[src/sv/rsld_pkg.sv]
// Shared types, constants and elaboration-time functions for the ring sensor line direction block.
// No dependencies; the other files that use it refer to it by scoped names.
package rsld_pkg;

  localparam int INPUT_BITS = 16;
  localparam int SUM_W = 20;
  localparam int CW = 33;
  localparam int SCALE_SHIFT = 11;
  localparam int QUEUE_DEPTH = 4;
  localparam int ATAN_ENTRIES = 24;
  localparam int DIR_W = 10;

  localparam logic [31:0] QUARTER_TURN = 32'h4000_0000;
  localparam logic [31:0] EIGHTH_TURN = 32'h2000_0000;
  localparam logic [31:0] ROUND_UP = 32'hFFFF_FFFF;
  localparam longint ONE_Q14 = 16384;
  localparam longint DIAG_Q14 = 11585;
  localparam longint CORDIC_GAIN_INV = 652032874;
  localparam logic [DIR_W-1:0] DEGREES_PER_TURN = 10'd360;
  localparam logic signed [DIR_W-1:0] DIR_NONE = -10'sd1;
  localparam logic signed [DIR_W-1:0] DIR_ZERO = 10'sd0;

  localparam logic [31:0] ATAN_TURNS [ATAN_ENTRIES] = '{
    32'h20000000, 32'h12E4051E, 32'h09FB385B, 32'h051111D4,
    32'h028B0D43, 32'h0145D7E1, 32'h00A2F61E, 32'h00517C55,
    32'h0028BE53, 32'h00145F2F, 32'h000A2F98, 32'h000517CC,
    32'h00028BE6, 32'h000145F3, 32'h0000A2FA, 32'h0000517D,
    32'h000028BE, 32'h0000145F, 32'h00000A30, 32'h00000518,
    32'h0000028C, 32'h00000146, 32'h000000A3, 32'h00000051
  };

  typedef struct packed {
    logic any;
    logic zero;
    logic [1:0] quad;
    logic signed [SUM_W-1:0] x;
    logic signed [SUM_W-1:0] y;
  } entry_t;

  function automatic longint to_q14(longint v);
    longint r;
    r = (v + 64'sd32768) >>> 16;
    if (r < 0) r = 0;
    if (r > ONE_Q14) r = ONE_Q14;
    return r;
  endfunction

  function automatic logic [31:0] rotate_small(logic [31:0] a, int iters);
    longint x;
    longint y;
    longint z;
    longint dx;
    longint dy;
    longint c;
    longint s;
    x = CORDIC_GAIN_INV;
    y = 0;
    z = longint'({32'b0, a});
    for (int i = 0; i < iters && i < ATAN_ENTRIES; i++) begin
      dx = y >>> i;
      dy = x >>> i;
      if (z > 0) begin
        x = x - dx;
        y = y + dy;
        z = z - longint'({32'b0, ATAN_TURNS[i]});
      end else if (z < 0) begin
        x = x + dx;
        y = y - dy;
        z = z + longint'({32'b0, ATAN_TURNS[i]});
      end
    end
    c = to_q14(x);
    s = to_q14(y);
    return {c[15:0], s[15:0]};
  endfunction

  function automatic logic [31:0] unit_vec(logic [31:0] ang, int iters);
    logic [1:0] q;
    logic [31:0] r;
    logic [31:0] cs;
    longint c;
    longint s;
    longint vx;
    longint vy;
    q = ang[31:30];
    r = {2'b00, ang[29:0]};
    if (r == 32'd0) begin
      c = ONE_Q14;
      s = 0;
    end else if (r == EIGHTH_TURN) begin
      c = DIAG_Q14;
      s = DIAG_Q14;
    end else if (r < EIGHTH_TURN) begin
      cs = rotate_small(r, iters);
      c = longint'({48'b0, cs[31:16]});
      s = longint'({48'b0, cs[15:0]});
    end else begin
      cs = rotate_small(QUARTER_TURN - r, iters);
      s = longint'({48'b0, cs[31:16]});
      c = longint'({48'b0, cs[15:0]});
    end
    case (q)
      2'd0: begin vx = c; vy = s; end
      2'd1: begin vx = -s; vy = c; end
      2'd2: begin vx = -c; vy = -s; end
      default: begin vx = s; vy = -c; end
    endcase
    return {vx[15:0], vy[15:0]};
  endfunction

endpackage

[src/sv/rsld_queue.sv]
// Short FIFO between the front end and the CORDIC back end.
// Depends on rsld_pkg for the entry type and the queue depth.
module rsld_queue (
  input  logic clk,
  input  logic rst,
  input  logic push,
  input  rsld_pkg::entry_t wr_entry,
  output logic full,
  input  logic pop,
  output rsld_pkg::entry_t rd_entry,
  output logic empty
);

  localparam int DEPTH = rsld_pkg::QUEUE_DEPTH;
  localparam int PW = $clog2(DEPTH);
  localparam int CNTW = $clog2(DEPTH + 1);

  rsld_pkg::entry_t mem [DEPTH];
  logic [PW-1:0] wr_ptr, rd_ptr;
  logic [CNTW-1:0] count;
  logic do_push, do_pop;

  assign full = (count == CNTW'(DEPTH));
  assign empty = (count == '0);
  assign do_push = push && !full;
  assign do_pop = pop && !empty;

  // The read register holds the transaction popped last and serves as the back end's load stage.
  always_ff @(posedge clk) begin
    if (do_push) begin
      mem[wr_ptr] <= wr_entry;
    end
    if (do_pop) begin
      rd_entry <= mem[rd_ptr];
    end
  end

  always_ff @(posedge clk) begin
    if (rst) begin
      wr_ptr <= '0;
      rd_ptr <= '0;
      count <= '0;
    end else begin
      if (do_push) wr_ptr <= (wr_ptr == PW'(DEPTH - 1)) ? '0 : wr_ptr + PW'(1);
      if (do_pop) rd_ptr <= (rd_ptr == PW'(DEPTH - 1)) ? '0 : rd_ptr + PW'(1);
      if (do_push && !do_pop) count <= count + CNTW'(1);
      else if (do_pop && !do_push) count <= count - CNTW'(1);
    end
  end

endmodule

[config.mk]
export PLATFORM = sky130hd
export DESIGN_NAME = rsld_queue
export DESIGN_NICKNAME = d
export VERILOG_FILES = /design/src/sv/rsld_pkg.sv /design/src/sv/rsld_queue.sv
export SDC_FILE = /design/constraint.sdc
export NUM_CORES = 1
export LEC_CHECK = 0
export BUFFER_PORTS_ARGS = -buffer_cell sky130_fd_sc_hd__buf_2
export CAP_MARGIN = 20
export CELL_PAD_IN_SITES_DETAIL_PLACEMENT = 2
export CELL_PAD_IN_SITES_GLOBAL_PLACEMENT = 2
export CORE_ASPECT_RATIO = 1.75
export CORE_UTILIZATION = 45
export DETAILED_ROUTE_END_ITERATION = 7
export PLACE_DENSITY_LB_ADDON = 0.15
export SYNTH_ARGS = -nofsm -noshare
export SYNTH_HDL_FRONTEND = slang
export SYNTH_SLANG_ARGS = --single-unit
[constraint.sdc]
create_clock -name clk -period 3 [get_ports clk]
set_input_delay 0.6 -clock clk [delete_from_list [all_inputs] [get_ports clk]]
set_output_delay 0.6 -clock clk [all_outputs]
set_load 0.02 [all_outputs]
* Yosys cells after proc, flatten, opt, wreduce, memory -nomap -nowiden
Memory sizes are Yosys's and may differ from the RTL's. A register that Yosys moved wholly into a read port is not among the register bits. Index checks and enable logic that the tools add are counted. W data, S select, Z words.
Cells by class: add/subtract/negate cells 4, $mul 0, div/mod/pow operators 0, magnitude comparators 0, eq/ne operators 3, shifts and indexed selects 0, muxes and demuxes 6, bitwise operators 0, reductions and logical operators 10
Operators by type and width (count):
- $mux W3 | 2
- $add A2 B1 Y2 const B | 2
- $eq A2 B2 Y1 const B | 2
- $logic_and A1 B1 Y1 | 4
- $logic_not A1 Y1 | 4
- $mux W2 | 2
- $add A3 B1 Y3 const B | 1
- $eq A3 B3 Y1 const B | 1
- $logic_not A3 Y1 | 1
- $sub A3 B1 Y3 const B | 1
- $mux W1 | 2
- $reduce_bool A2 Y1 | 1
Word-level totals: register bits 7, bits in latches 0, bits in writable memories 176, memory bits (read-only) 0, input bits 48, output and inout bits 46, word-level logic and storage cells 27, memories 1
Memories:
- mem | words 4, bits a word 44, read ports 1, clocked after Yosys merged registers in 1, wr ports 1, RTL line rsld_queue.sv:18 | rsld_pkg::entry_t mem [DEPTH];

* Logic depth before layout (Yosys ltp)
depth after elaboration 7, gate-level depth with buffers 10, mapped depth without buffers 9

* Worst setup path before layout
Ideal clock, no wire load.
path kind register to register, start register count[0], end register count[2], library setup time 70 ps, arrival 2153 ps, required time 2930 ps, path slack 777 ps, stages on the path, launching flop included 11, path buffers 1, clock period less this slack 2223 ps, path through dfxtp_1 > or3b_1 > buf_2 > clkinv_2 > nor2_1 > ha_1 > inv_1 > fa_1 > xor2_1 > or3_1 > a21oi_1
Between the ends: cells in the longest elaborated chain, start to end 6, elaborated cells on any way between the ends 15, those cells by class add/sub (2); eq/ne (1); mux (2); reduce/logical (10)
RTL lines:
- start, declared | RTL line rsld_queue.sv:20 | logic [CNTW-1:0] count;
- start signal, assigned | RTL line rsld_queue.sv:46 | if (do_push && !do_pop) count <= count + CNTW'(1);
- start signal, assigned | RTL line rsld_queue.sv:47 | else if (do_pop && !do_push) count <= count - CNTW'(1);
- $eq A3 B3 Y1 * | RTL line rsld_queue.sv:23 | assign full = (count == CNTW'(DEPTH));
- net full | RTL line rsld_queue.sv:8 | output logic full,
- $logic_not A1 Y1 * | RTL line rsld_queue.sv:25 | assign do_push = push && !full;
- $logic_and A1 B1 Y1 * | RTL line rsld_queue.sv:25
- net do_push | RTL line rsld_queue.sv:21 | logic do_push, do_pop;
- $logic_not A1 Y1 | RTL line rsld_queue.sv:47
- $logic_and A1 B1 Y1 | RTL line rsld_queue.sv:47
- $reduce_bool A2 Y1 (no source line)
The timed path passes the listed nets; every way through them passes the cells marked *. The select of a mux whose other input is x is not followed. A chain may end at the register's enable or synchronous reset.

* Final worst setup path
start register count[0], end register count[2]
Between the ends: cells in the longest elaborated chain, start to end 6, elaborated cells on any way between the ends 15, those cells by class add/sub (2); eq/ne (1); mux (2); reduce/logical (10)
RTL lines (RTL line):
- $eq A3 B3 Y1 * | rsld_queue.sv:23
- $logic_not A1 Y1 * | rsld_queue.sv:25
- $logic_and A1 B1 Y1 * | rsld_queue.sv:25
- net do_push | rsld_queue.sv:21
- $logic_not A1 Y1 | rsld_queue.sv:47
- $logic_and A1 B1 Y1 | rsld_queue.sv:47
- $reduce_bool A2 Y1 (no source line)
Marked as above.

==> flow_summary.ini <==
[run_status]
status = finished, final reports clean

[grt]
overflow = 0
grt.total_usage_pct = 19.0
grt_pass1_vias = 4197
grt_pass1_wl_um = 25100
grt_max_degree = 45
antenna_found_initial = 1

[power_and_ir_drop]
ir_drop_uv = 596
power.total_w = 0.00824
powerDensity_mw_per_mm2 = 865
p_leak_nw = 3.19

[setup_path]
worstSetupEndpointType = register
worstPathRequired_ns = 3.41
cp-start-kind = register
cp_max_fo = 7
arrival_ns = 2.91
ff2ff_setup_slack_ns = 0.51
r2r-start = count[0]
r2r_end = count[2]
r2r.worst_path.cells = 9
path_class = reg2reg

[finish]
finalInstanceArea_mm2 = 0.00952
area_growth_pct = 17.6
drive_gt1_share_pct = 40.9
layout.nets = 490
seq_area_mm2 = 0.00675
n_fill_cell = 1456
multi_input_area_mm2 = 0.00126

[detailed_routing]
vias = 3585
ant_nets = 0
totalWireLength_um = 16500
drc = 0
post_drt_wl_per_cell_um = 24.4
viasPerCell = 5.30
firstDrtPassIters = 4
drtIter0Drc = 164

[sta]
finalHoldViolCount = 0
skew_ns = 0.0177
post-route-period-util_pct = 83.1
drv_slew = 0
grt_setup_unrepaired = no
slew_headroom_pct = 53.9
setup_tns_ns = 0
period_minus_slack_ns = 2.49
worstMarginPinSlew_ns = 0.692
max_freq_mhz = 401
setup_viol = 0

[die]
fp.dieH_um = 179
die-width_um = 103
core_area_mm2 = 0.0175
fp-row-count = 64
ioPinCount = 94
die_area_mm2 = 0.0186
start_util_pct = 46.2

[job]
cap_violations = 0

[clocking]
cts_tree = yes
clk_pin_slew_worst_paths_ns = 0.06
postCtsSetupBuffers = 0
ctsLongestPathBuffers = 3
cts_buffers = 21
h-tree-depth = 1
post_cts_resized = 0
root_buffer = clkbuf_16
cts.hold.buffers_added = 0
clk_latency_ns = 0.49
cts.sinks = 227

[yosys]
synth_area_mm2 = 0.00810
synth_fp_nets = 378
synth-seq-cells = 227
synth_seq_area_share_pct = 83.3
syn_avg_cell_area_um2 = 25.1
synth.distinct_cells = 23
yosys_warnings = 0
syn_inst = 323

[worst_hold_path]
hold_path_startpoint = wr_entry[35]
hold_end = mem[2][35]
holdCritPathClass = in2reg
hold-path-cell-count = 1

[placement]
dp_hpwl_um = 10500
place.gp.congestion = 0.678
port_buffers = 93
dpl-instance-area_mm2 = 0.00893
[layout make-up]
type                       instances  area share, %
clock inverter                     6          0.329
multi-input combinational         78           13.3
inverter                           6          0.250
antenna                            1         0.0263
sequential                       227           70.9
timing repair buffer             101           6.31
tap                              231           3.04
clock buffer                      27           5.86
[worst max path at each step]
stage                     startpoint       end  slack [ns]  cells after the start
after CTS                   count[0]  count[2]        0.48                      9
after global routing        count[0]  count[2]        0.35                      9
final                       count[0]  count[2]        0.51                      9
after floorplan             count[0]  count[2]        0.78                     10
after detailed placement    count[0]  count[2]        0.53                      9
after global placement          push  count[2]        0.69                      9
[metal layers]
metal	GRT usage, %	wire length (µm)	vias up
li1	-	-	1568
met1	23.1	6340	1918
met2	34.3	9280	73
met3	2.57	522	26
met4	5.52	339	0
met5	0	0	-
[cell families after synthesis]
| logic type | count (synthesis) | share of synthesized area [%] |
|---|---|---|
| and+or+nand+nor | 16 | 1.05 |
| buffers and inverters | 18 | 1.14 |
| xor gates and xnor gates | 2 | 0.216 |
| DFF | 227 | 83.3 |
| AOI/OAI and AO/OA | 7 | 0.618 |
| adders and majority gates | 7 | 1.17 |
| muxes | 46 | 12.5 |
[per-stage QoR]
step	setup WS, ns	util, %	hold slack [ns]	std cells
after floorplan	0.777	-	0.490	323
after CTS	0.478	54.3	0.308	676
after global routing	0.349	54.3	0.316	677
after global placement	0.694	50.9	0.511	643
after detailed placement	0.532	50.9	0.536	643
final	0.507	54.3	0.324	677
[worst max-delay path, stage by stage, from the launching register on]
cell	delay (ns)
dfxtp_1	0.45
or3b_1	0.29
clkinv_2	0.10
nor2_1	0.21
ha_1	0.24
inv_1	0.07
fa_1	0.39
xor2_1	0.19
or3_1	0.31
a21oi_1	0.16
[synthesized netlist by cell type, drive strengths merged]
| cell type | number | share of area (%) |
|---|---|---|
| mux4 | 44 | 12 |
| dfxtp | 7 | 1.7 |
| and3 | 4 | 0.31 |
| nor3 | 2 | 0.12 |
| xor2 | 2 | 0.22 |
| clkinv | 1 | 0.062 |
| o31ai | 2 | 0.31 |
| nand3 | 2 | 0.12 |
| fa | 1 | 0.25 |
| mux2i | 2 | 0.25 |
| or3b | 1 | 0.11 |
| nand2 | 1 | 0.046 |
| ha | 6 | 0.93 |
| o21ai | 2 | 0.12 |
| inv | 5 | 0.23 |
| edfxtp | 220 | 82 |
| clkbuf | 3 | 0.14 |
| nor2 | 4 | 0.19 |
| buf | 9 | 0.71 |
| a21oi | 3 | 0.19 |
| or3 | 2 | 0.15 |
[state kept, by name (all words and copies together) (netlist names)]
name and flops:
count 3, mem 176, rd_entry 44, rd_ptr 2, wr_ptr 2
[report_power, final]
part / leakage (nW) / internal, W / switching, W / total, W
sequential: 2.08 / 0.00409 / 0.000216 / 0.00431
combinational: 0.819 / 0.000669 / 0.000912 / 0.00158
clock: 0.289 / 0.00130 / 0.00105 / 0.00235
total: 3.19 / 0.00606 / 0.00218 / 0.00824
[cell usage in the layout, fill, tap and decap left out, drive strengths merged]
| master | count |
|---|---|
| and3 | 4 |
| o21ai | 2 |
| clkinvlp | 1 |
| dfxtp | 7 |
| mux2i | 2 |
| nor3 | 2 |
| a21oi | 3 |
| buf | 101 |
| nor2 | 4 |
| or3b | 1 |
| nand3 | 2 |
| or3 | 2 |
| edfxtp | 220 |
| o31ai | 2 |
| nand2 | 1 |
| fa | 1 |
| inv | 5 |
| clkbuf | 27 |
| diode | 1 |
| mux4 | 44 |
| ha | 6 |
| clkinv | 6 |
| xor2 | 2 |
Power figures use the tool's default switching activity.
