**config.mk**
```make
export PLATFORM = sky130hd
export DESIGN_NAME = rsld_front
export DESIGN_NICKNAME = d
export VERILOG_FILES = /design/src/sv/rsld_pkg.sv /design/src/sv/rsld_front.sv
export SDC_FILE = /design/constraint.sdc
export NUM_CORES = 1
export LEC_CHECK = 0
export BUFFER_PORTS_ARGS = -buffer_cell sky130_fd_sc_hd__buf_2
export CELL_PAD_IN_SITES_DETAIL_PLACEMENT = 0
export CELL_PAD_IN_SITES_GLOBAL_PLACEMENT = 1
export CORE_ASPECT_RATIO = 1.75
export CORE_MARGIN = 3
export CORE_UTILIZATION = 50
export CTS_CLUSTER_DIAMETER = 30
export DETAILED_ROUTE_END_ITERATION = 10
export PLACE_DENSITY_LB_ADDON = 0.1
export SYNTH_ARGS = -nofsm -noshare
export SYNTH_HDL_FRONTEND = slang
export SYNTH_SLANG_ARGS = --single-unit
export TNS_END_PERCENT = 1
```
**constraint.sdc**
```tcl
create_clock -name clk -period 10.96 [get_ports clk]
set_input_delay 2.192 -clock clk [delete_from_list [all_inputs] [get_ports clk]]
set_output_delay 2.192 -clock clk [all_outputs]
set_load 0.01 [all_outputs]
```
**src/sv/rsld_pkg.sv**
```systemverilog
// Shared types, constants and elaboration-time functions for the ring sensor line direction block.
// No dependencies; the other files that use it refer to it by scoped names.
package rsld_pkg;

  localparam int INPUT_BITS = 16;
  localparam int SUM_W = 20;
  localparam int CW = 33;
  localparam int SCALE_SHIFT = 11;
  localparam int QUEUE_DEPTH = 4;
  localparam int ATAN_ENTRIES = 24;
  localparam int DIR_W = 10;

  localparam logic [31:0] QUARTER_TURN = 32'h4000_0000;
  localparam logic [31:0] EIGHTH_TURN = 32'h2000_0000;
  localparam logic [31:0] ROUND_UP = 32'hFFFF_FFFF;
  localparam longint ONE_Q14 = 16384;
  localparam longint DIAG_Q14 = 11585;
  localparam longint CORDIC_GAIN_INV = 652032874;
  localparam logic [DIR_W-1:0] DEGREES_PER_TURN = 10'd360;
  localparam logic signed [DIR_W-1:0] DIR_NONE = -10'sd1;
  localparam logic signed [DIR_W-1:0] DIR_ZERO = 10'sd0;

  localparam logic [31:0] ATAN_TURNS [ATAN_ENTRIES] = '{
    32'h20000000, 32'h12E4051E, 32'h09FB385B, 32'h051111D4,
    32'h028B0D43, 32'h0145D7E1, 32'h00A2F61E, 32'h00517C55,
    32'h0028BE53, 32'h00145F2F, 32'h000A2F98, 32'h000517CC,
    32'h00028BE6, 32'h000145F3, 32'h0000A2FA, 32'h0000517D,
    32'h000028BE, 32'h0000145F, 32'h00000A30, 32'h00000518,
    32'h0000028C, 32'h00000146, 32'h000000A3, 32'h00000051
  };

  typedef struct packed {
    logic any;
    logic zero;
    logic [1:0] quad;
    logic signed [SUM_W-1:0] x;
    logic signed [SUM_W-1:0] y;
  } entry_t;

  function automatic longint to_q14(longint v);
    longint r;
    r = (v + 64'sd32768) >>> 16;
    if (r < 0) r = 0;
    if (r > ONE_Q14) r = ONE_Q14;
    return r;
  endfunction

  function automatic logic [31:0] rotate_small(logic [31:0] a, int iters);
    longint x;
    longint y;
    longint z;
    longint dx;
    longint dy;
    longint c;
    longint s;
    x = CORDIC_GAIN_INV;
    y = 0;
    z = longint'({32'b0, a});
    for (int i = 0; i < iters && i < ATAN_ENTRIES; i++) begin
      dx = y >>> i;
      dy = x >>> i;
      if (z > 0) begin
        x = x - dx;
        y = y + dy;
        z = z - longint'({32'b0, ATAN_TURNS[i]});
      end else if (z < 0) begin
        x = x + dx;
        y = y - dy;
        z = z + longint'({32'b0, ATAN_TURNS[i]});
      end
    end
    c = to_q14(x);
    s = to_q14(y);
    return {c[15:0], s[15:0]};
  endfunction

  function automatic logic [31:0] unit_vec(logic [31:0] ang, int iters);
    logic [1:0] q;
    logic [31:0] r;
    logic [31:0] cs;
    longint c;
    longint s;
    longint vx;
    longint vy;
    q = ang[31:30];
    r = {2'b00, ang[29:0]};
    if (r == 32'd0) begin
      c = ONE_Q14;
      s = 0;
    end else if (r == EIGHTH_TURN) begin
      c = DIAG_Q14;
      s = DIAG_Q14;
    end else if (r < EIGHTH_TURN) begin
      cs = rotate_small(r, iters);
      c = longint'({48'b0, cs[31:16]});
      s = longint'({48'b0, cs[15:0]});
    end else begin
      cs = rotate_small(QUARTER_TURN - r, iters);
      s = longint'({48'b0, cs[31:16]});
      c = longint'({48'b0, cs[15:0]});
    end
    case (q)
      2'd0: begin vx = c; vy = s; end
      2'd1: begin vx = -s; vy = c; end
      2'd2: begin vx = -c; vy = -s; end
      default: begin vx = s; vy = -c; end
    endcase
    return {vx[15:0], vy[15:0]};
  endfunction

endpackage

```
**src/sv/rsld_front.sv**
```systemverilog
// Front end: accepts hit masks, sums sensor unit vectors in a registered tree and classifies.
// Depends on rsld_pkg for the unit vector function and the queue entry type.
module rsld_front #(
  parameter int NUM_SENSORS = 16,
  parameter int CORDIC_ITERATIONS = 16
) (
  input  logic clk,
  input  logic rst,
  input  logic in_valid,
  output logic in_ready,
  input  logic [rsld_pkg::INPUT_BITS-1:0] sensor_hits,
  input  logic q_full,
  output logic q_push,
  output rsld_pkg::entry_t q_entry
);

  localparam int NE = (NUM_SENSORS < rsld_pkg::INPUT_BITS) ? NUM_SENSORS : rsld_pkg::INPUT_BITS;
  localparam int NG = (NE + 3) / 4;
  localparam int SW = rsld_pkg::SUM_W;

  logic signed [SW-1:0] vec_x [NE];
  logic signed [SW-1:0] vec_y [NE];

  for (genvar k = 0; k < NE; k++) begin : g_vec
    localparam logic [31:0] ANG = 32'((64'(k) << 32) / NUM_SENSORS);
    localparam logic [31:0] VEC = rsld_pkg::unit_vec(ANG, CORDIC_ITERATIONS);
    assign vec_x[k] = SW'(signed'(VEC[31:16]));
    assign vec_y[k] = SW'(signed'(VEC[15:0]));
  end

  logic front_en;
  logic f1v, f2v, f3v, f4v;
  logic [NE-1:0] f1_hits;
  logic signed [SW-1:0] gsum_x [NG];
  logic signed [SW-1:0] gsum_y [NG];
  logic signed [SW-1:0] f2_x [NG];
  logic signed [SW-1:0] f2_y [NG];
  logic f2_any;
  logic signed [SW-1:0] tot_x, tot_y;
  logic signed [SW-1:0] f3_x, f3_y;
  logic f3_any;
  rsld_pkg::entry_t f4_entry, cls;

  assign front_en = !f4v || !q_full;
  assign in_ready = front_en;
  assign q_push = f4v && !q_full;
  assign q_entry = f4_entry;

  for (genvar g = 0; g < NG; g++) begin : g_grp
    always_comb begin
      gsum_x[g] = '0;
      gsum_y[g] = '0;
      for (int j = 0; j < 4; j++) begin
        if (g * 4 + j < NE) begin
          if (f1_hits[g * 4 + j]) begin
            gsum_x[g] = gsum_x[g] + vec_x[g * 4 + j];
            gsum_y[g] = gsum_y[g] + vec_y[g * 4 + j];
          end
        end
      end
    end
  end

  always_comb begin
    tot_x = '0;
    tot_y = '0;
    for (int g = 0; g < NG; g++) begin
      tot_x = tot_x + f2_x[g];
      tot_y = tot_y + f2_y[g];
    end
  end

  // Turn a nonzero sum by whole quarter turns into x > 0, y >= 0.
  always_comb begin
    cls.any = f3_any;
    cls.zero = (f3_x == '0) && (f3_y == '0);
    if (f3_x > 0 && f3_y >= 0) begin
      cls.quad = 2'd0;
      cls.x = f3_x;
      cls.y = f3_y;
    end else if (f3_x <= 0 && f3_y > 0) begin
      cls.quad = 2'd1;
      cls.x = f3_y;
      cls.y = -f3_x;
    end else if (f3_x < 0 && f3_y <= 0) begin
      cls.quad = 2'd2;
      cls.x = -f3_x;
      cls.y = -f3_y;
    end else begin
      cls.quad = 2'd3;
      cls.x = -f3_y;
      cls.y = f3_x;
    end
  end

  always_ff @(posedge clk) begin
    if (rst) begin
      f1v <= 1'b0;
      f2v <= 1'b0;
      f3v <= 1'b0;
      f4v <= 1'b0;
    end else if (front_en) begin
      f1v <= in_valid;
      f2v <= f1v;
      f3v <= f2v;
      f4v <= f3v;
    end
  end

  always_ff @(posedge clk) begin
    if (front_en) begin
      f1_hits <= sensor_hits[NE-1:0];
      f2_x <= gsum_x;
      f2_y <= gsum_y;
      f2_any <= |f1_hits;
      f3_x <= tot_x;
      f3_y <= tot_y;
      f3_any <= f2_any;
      f4_entry <= cls;
    end
  end

endmodule

```
**After elaboration in Yosys (flattened, before gate mapping)**

Cells that the tools add are included.

- Bits in registers: 266
- Input port bits: 20
- Output and inout port bits: 46
- Logic and storage cells: 100

- Add/subtract/negate cells: 28
- $lt $le $gt $ge: 6
- Muxes and demuxes: 31
- Reductions and logical operators: 12

Operators with widths:

| kind | count |
|---|---|
| 20-bit 2-to-1 mux | 23 |
| 20-bit by 15-bit adder with 20-bit output (second input constant) | 14 |
| 20-bit adder | 6 |
| 41-bit 2-to-1 mux | 2 |
| 20-bit by 14-bit adder with 20-bit output (second input constant) | 4 |
| 15-bit 2-to-1 mux | 3 |
| 20-bit by 1-bit greater-than comparator with 1-bit output (second input constant) | 2 |
| 20-bit by 1-bit <= comparator with 1-bit output (second input constant) | 2 |
| 20-bit logical NOT | 2 |
| 40-bit 2-to-1 mux | 1 |
| 20-bit negation | 2 |
| 13-bit 2-to-1 mux | 2 |
| 20-bit by 1-bit greater-or-equal comparator with 1-bit output (second input constant) | 1 |
| 20-bit by 1-bit less-than comparator with 1-bit output (second input constant) | 1 |
| 15-bit by 14-bit adder with 16-bit output (second input constant) | 1 |
| 16-bit OR reduction | 1 |
| 13-bit by 14-bit adder with 15-bit output (second input constant) | 1 |
| 1-bit logical AND | 5 |
| 1-bit logical NOT | 2 |
| 2-bit OR reduction | 1 |
| 1-bit logical OR | 1 |

**Logic depth before layout (Yosys ltp)**

- Word-level depth: 7
- Depth in mapped cells: 13
- Mapped depth without buffers: 13

**Least setup slack after synthesis**

Ideal clock, no wire load.

- Path kind: input to output
- Start: input port q_full
- End: output port in_ready
- Arrival time: 6927 ps
- Required time: 8768 ps
- Path slack: 1841 ps
- Stages on the path: 1
- Path buffers: 0
- Cell sequence: nand2_1

- Longest elaborated chain between the ends: 2

RTL lines:

| element | line | source |
|---|---|---|
| start, declared | rsld_front.sv:12 | `input logic q_full,` |
| 1-bit logical NOT | rsld_front.sv:44 | `assign front_en = !f4v \|\| !q_full;` |
| 1-bit logical OR | rsld_front.sv:44 |  |
| end, declared | rsld_front.sv:10 | `output logic in_ready,` |

No other way between the ends.

**Worst setup path after layout**

Ends and elaborated chain as after synthesis.

==> flow_metrics.tcl <==
set metrics [dict create \
    status "finished clean" \
    hold_buffers 0 \
    worst_pin_slew_ns 1.175 \
    max_freq_ghz 0.2083 \
    num-fill-cells 2505 \
    fin_nets 1638 \
    tns_ns 0 \
    met3_usage_pct 3.202 \
    start_kind "input pin" \
    report.final.hold_viol_count 0 \
    vias 9979 \
    antenna_found_initial 0 \
    setup_viol 0 \
    dp_cells 1781 \
    synthDistinctLibCells 63 \
    rsz0062_at_grt "false" \
    crit_path_max_incr_delay_ns 0.16 \
    critPathBufInv 2 \
    synthCells 1374 \
    cts_setup_buffers 0 \
    cts_resized 0 \
    fin_crit_ns 4.800 \
    hpwl_mm 28.49 \
    die_width_um 135.4 \
    yosysSeqAreaShare_pct 45.83 \
    floorplan.die_area_mm2 0.03149 \
    crit_family "buffers and inverters" \
    synth_flop_cell "edfxtp_1" \
    htreeDepth 2 \
    p_per_area_mw_per_mm2 273.6 \
    wl_mm 36.21 \
    detail_route.wl_per_cell_um 19.61 \
    routabilityCongestion 0.9197 \
    crit_type "in2out" \
    peakVddDrop_mv 0.1278 \
    final_cell_mix "221 x edfxtp_1, 210 x inv_1, 120 x nand2_1, 110 x ha_1, 79 x nor2_1" \
    drt_iter0_markers 515 \
    syn_area_per_cell_um2 10.67 \
    die_y_um 232.5 \
    port_buffers 65 \
    start_util_pct 51.02 \
    io_pins 66 \
    syn_area_mm2 0.01466 \
    whs_ns 0.4281 \
    core_area_mm2 0.02873 \
    grt_pass1_wl_mm 56.22 \
    fin_crit_sh_pct 43.80 \
    groute.layer.met2.usage_pct 46.87 \
    first_pass_iters 5 \
    ant_nets 0 \
    crit_chain "buf_2, nand2_4, buf_2" \
    cts_tree "built" \
    hp-class "reg2reg" \
    drc 0 \
    busiest_layer "met2" \
    drive_above_1_share_pct 10.21 \
    slowest_stage "buf_2" \
    areaGrowthSynthToFinish_pct 13.38 \
    synth_nets 1571 \
    crit_top_cell "buf_2" \
    insertedDiodeCount 0 \
    grt_pass1_vias 10220 \
    cp_data_required_time_ns 8.77 \
    layoutNonFillerInstCount 1847 \
    total_power_mw 4.547 \
    path_max_fanout 8 \
    clock_skew_ns 0.03048 \
    cts_buffer_depth 3 \
    grt_overflow 0 \
    viasPerCell 5.403 \
    layout_commonest_cell "edfxtp_1" \
    async_flop_share_pct 0 \
    grt_max_degree 85 \
    std_cell_rows 82 \
    leakagePower_nw 7.147 \
    ys_ff_latch 225 \
    root_buffer "clkbuf_16" \
    maxSlewHeadroom_pct 21.02 \
    synth_edf_count 221 \
    cts-buffers-inserted 36 \
    max_cap_viol_count 0 \
    yosys_warnings 0 \
    slew_violations 0 \
    worstPathArrival_ns 2.61 \
    grt_use_total_pct 23.63 \
    cts_sinks 225 \
    clkTransAtPathRegs_ns 0.05 \
    clk_latency_ns 0.54 \
    endpoint_kind "output port" \
    use_met1_pct 21.91 \
]
[worst reg2reg max path, delay by kind of cell, from the launching register on]
family,cells,cell delay [ns]
buf+inv,1,0.06
compound gates,4,1.02
flops,1,0.50
fa+ha+maj,4,1.40
xor+xnor,2,0.30
simple gates,1,0.18
[routing by layer]
layer  vias up  wire length [um]
met3       116              1315
met5         -                 0
met4         0              2533
li1       4862                 -
met1      4709             11810
met2       292             20560
[through the flow]
| step | utilization (%) | setup slack [ns] | instance area, um^2 |
|---|---|---|---|
| after floorplan | - | 1.841 | 14660 |
| after global placement | 53.50 | 6.175 | 15370 |
| after detailed placement | 53.50 | 6.160 | 15370 |
| after CTS | 57.84 | 6.160 | 16620 |
| after global routing | 57.84 | 6.101 | 16620 |
| final | 57.84 | 6.160 | 16620 |
[cells by family after synthesis]
family | count (synthesis) | share of synthesized area [%]
AND/OR/NAND/NOR | 327 | 10.48
AO/OA/AOI/OAI | 265 | 11.11
buffers and inverters | 262 | 6.855
flip-flops | 225 | 45.83
adder cells (fa/ha/maj) | 177 | 18.54
XOR/XNOR | 106 | 6.334
multiplexers | 12 | 0.8537
[synth_stat cells, drive strengths merged, types with 9 or more instances]
master    n  area [um^2]
edfxtp  221         6636
inv     211        792.0
nand2   121        454.2
ha      110         1376
nor2     79        296.5
a21oi    78        390.4
xnor2    72        630.6
o21ai    68        340.3
fa       67         1341
clkbuf   43        161.4
xor2     34        297.8
nor3     24        120.1
a21o     18        135.1
a31oi    16        100.1
nand3    15        75.07
a211oi   13        97.59
nand2b   13        81.33
or3      13        86.33
o22ai    12        75.07
nand4    11        68.82
and3      9        56.30
nor4      9        56.30
o31ai     9        67.56
[where the power goes]
part	leakage [nW]	total [mW]	internal, mW	switching (mW)
logic	4.18	1.90	0.786	1.12
registers	2.37	1.49	1.29	0.206
clock network	0.598	1.15	0.718	0.432
[cell type report]
class	count	area [um^2]	area share (%)
multi-input combinational	887	6953	41.84
tap	378	473.0	2.846
timing repair buffer	79	430.4	2.590
clock buffer	41	919.6	5.534
inverter	212	795.8	4.789
clock inverter	25	329.1	1.980
sequential	225	6716	40.42
[flip-flops by register name, summed over array words and instances, names as in the netlist, 16 cells and up]
| register | count |
|---|---|
| f1_hits | 16 |
| f2_x | 60 |
| f3_y | 19 |
| q_entry | 43 |
| f3_x | 20 |
| f2_y | 61 |
[worst paths after layout]
check,start,endpoint,slack [ns],depth (start not counted)
worst max-delay path,q_full,in_ready,6.16,3
worst min-delay path,f3_any,q_entry[43],0.43,0
worst max register to register,f2_y[35],f3_y[19],7.21,12
worst min register to register,f3_any,q_entry[43],0.43,0
Note: power is estimated with default switching activity, not from simulation.
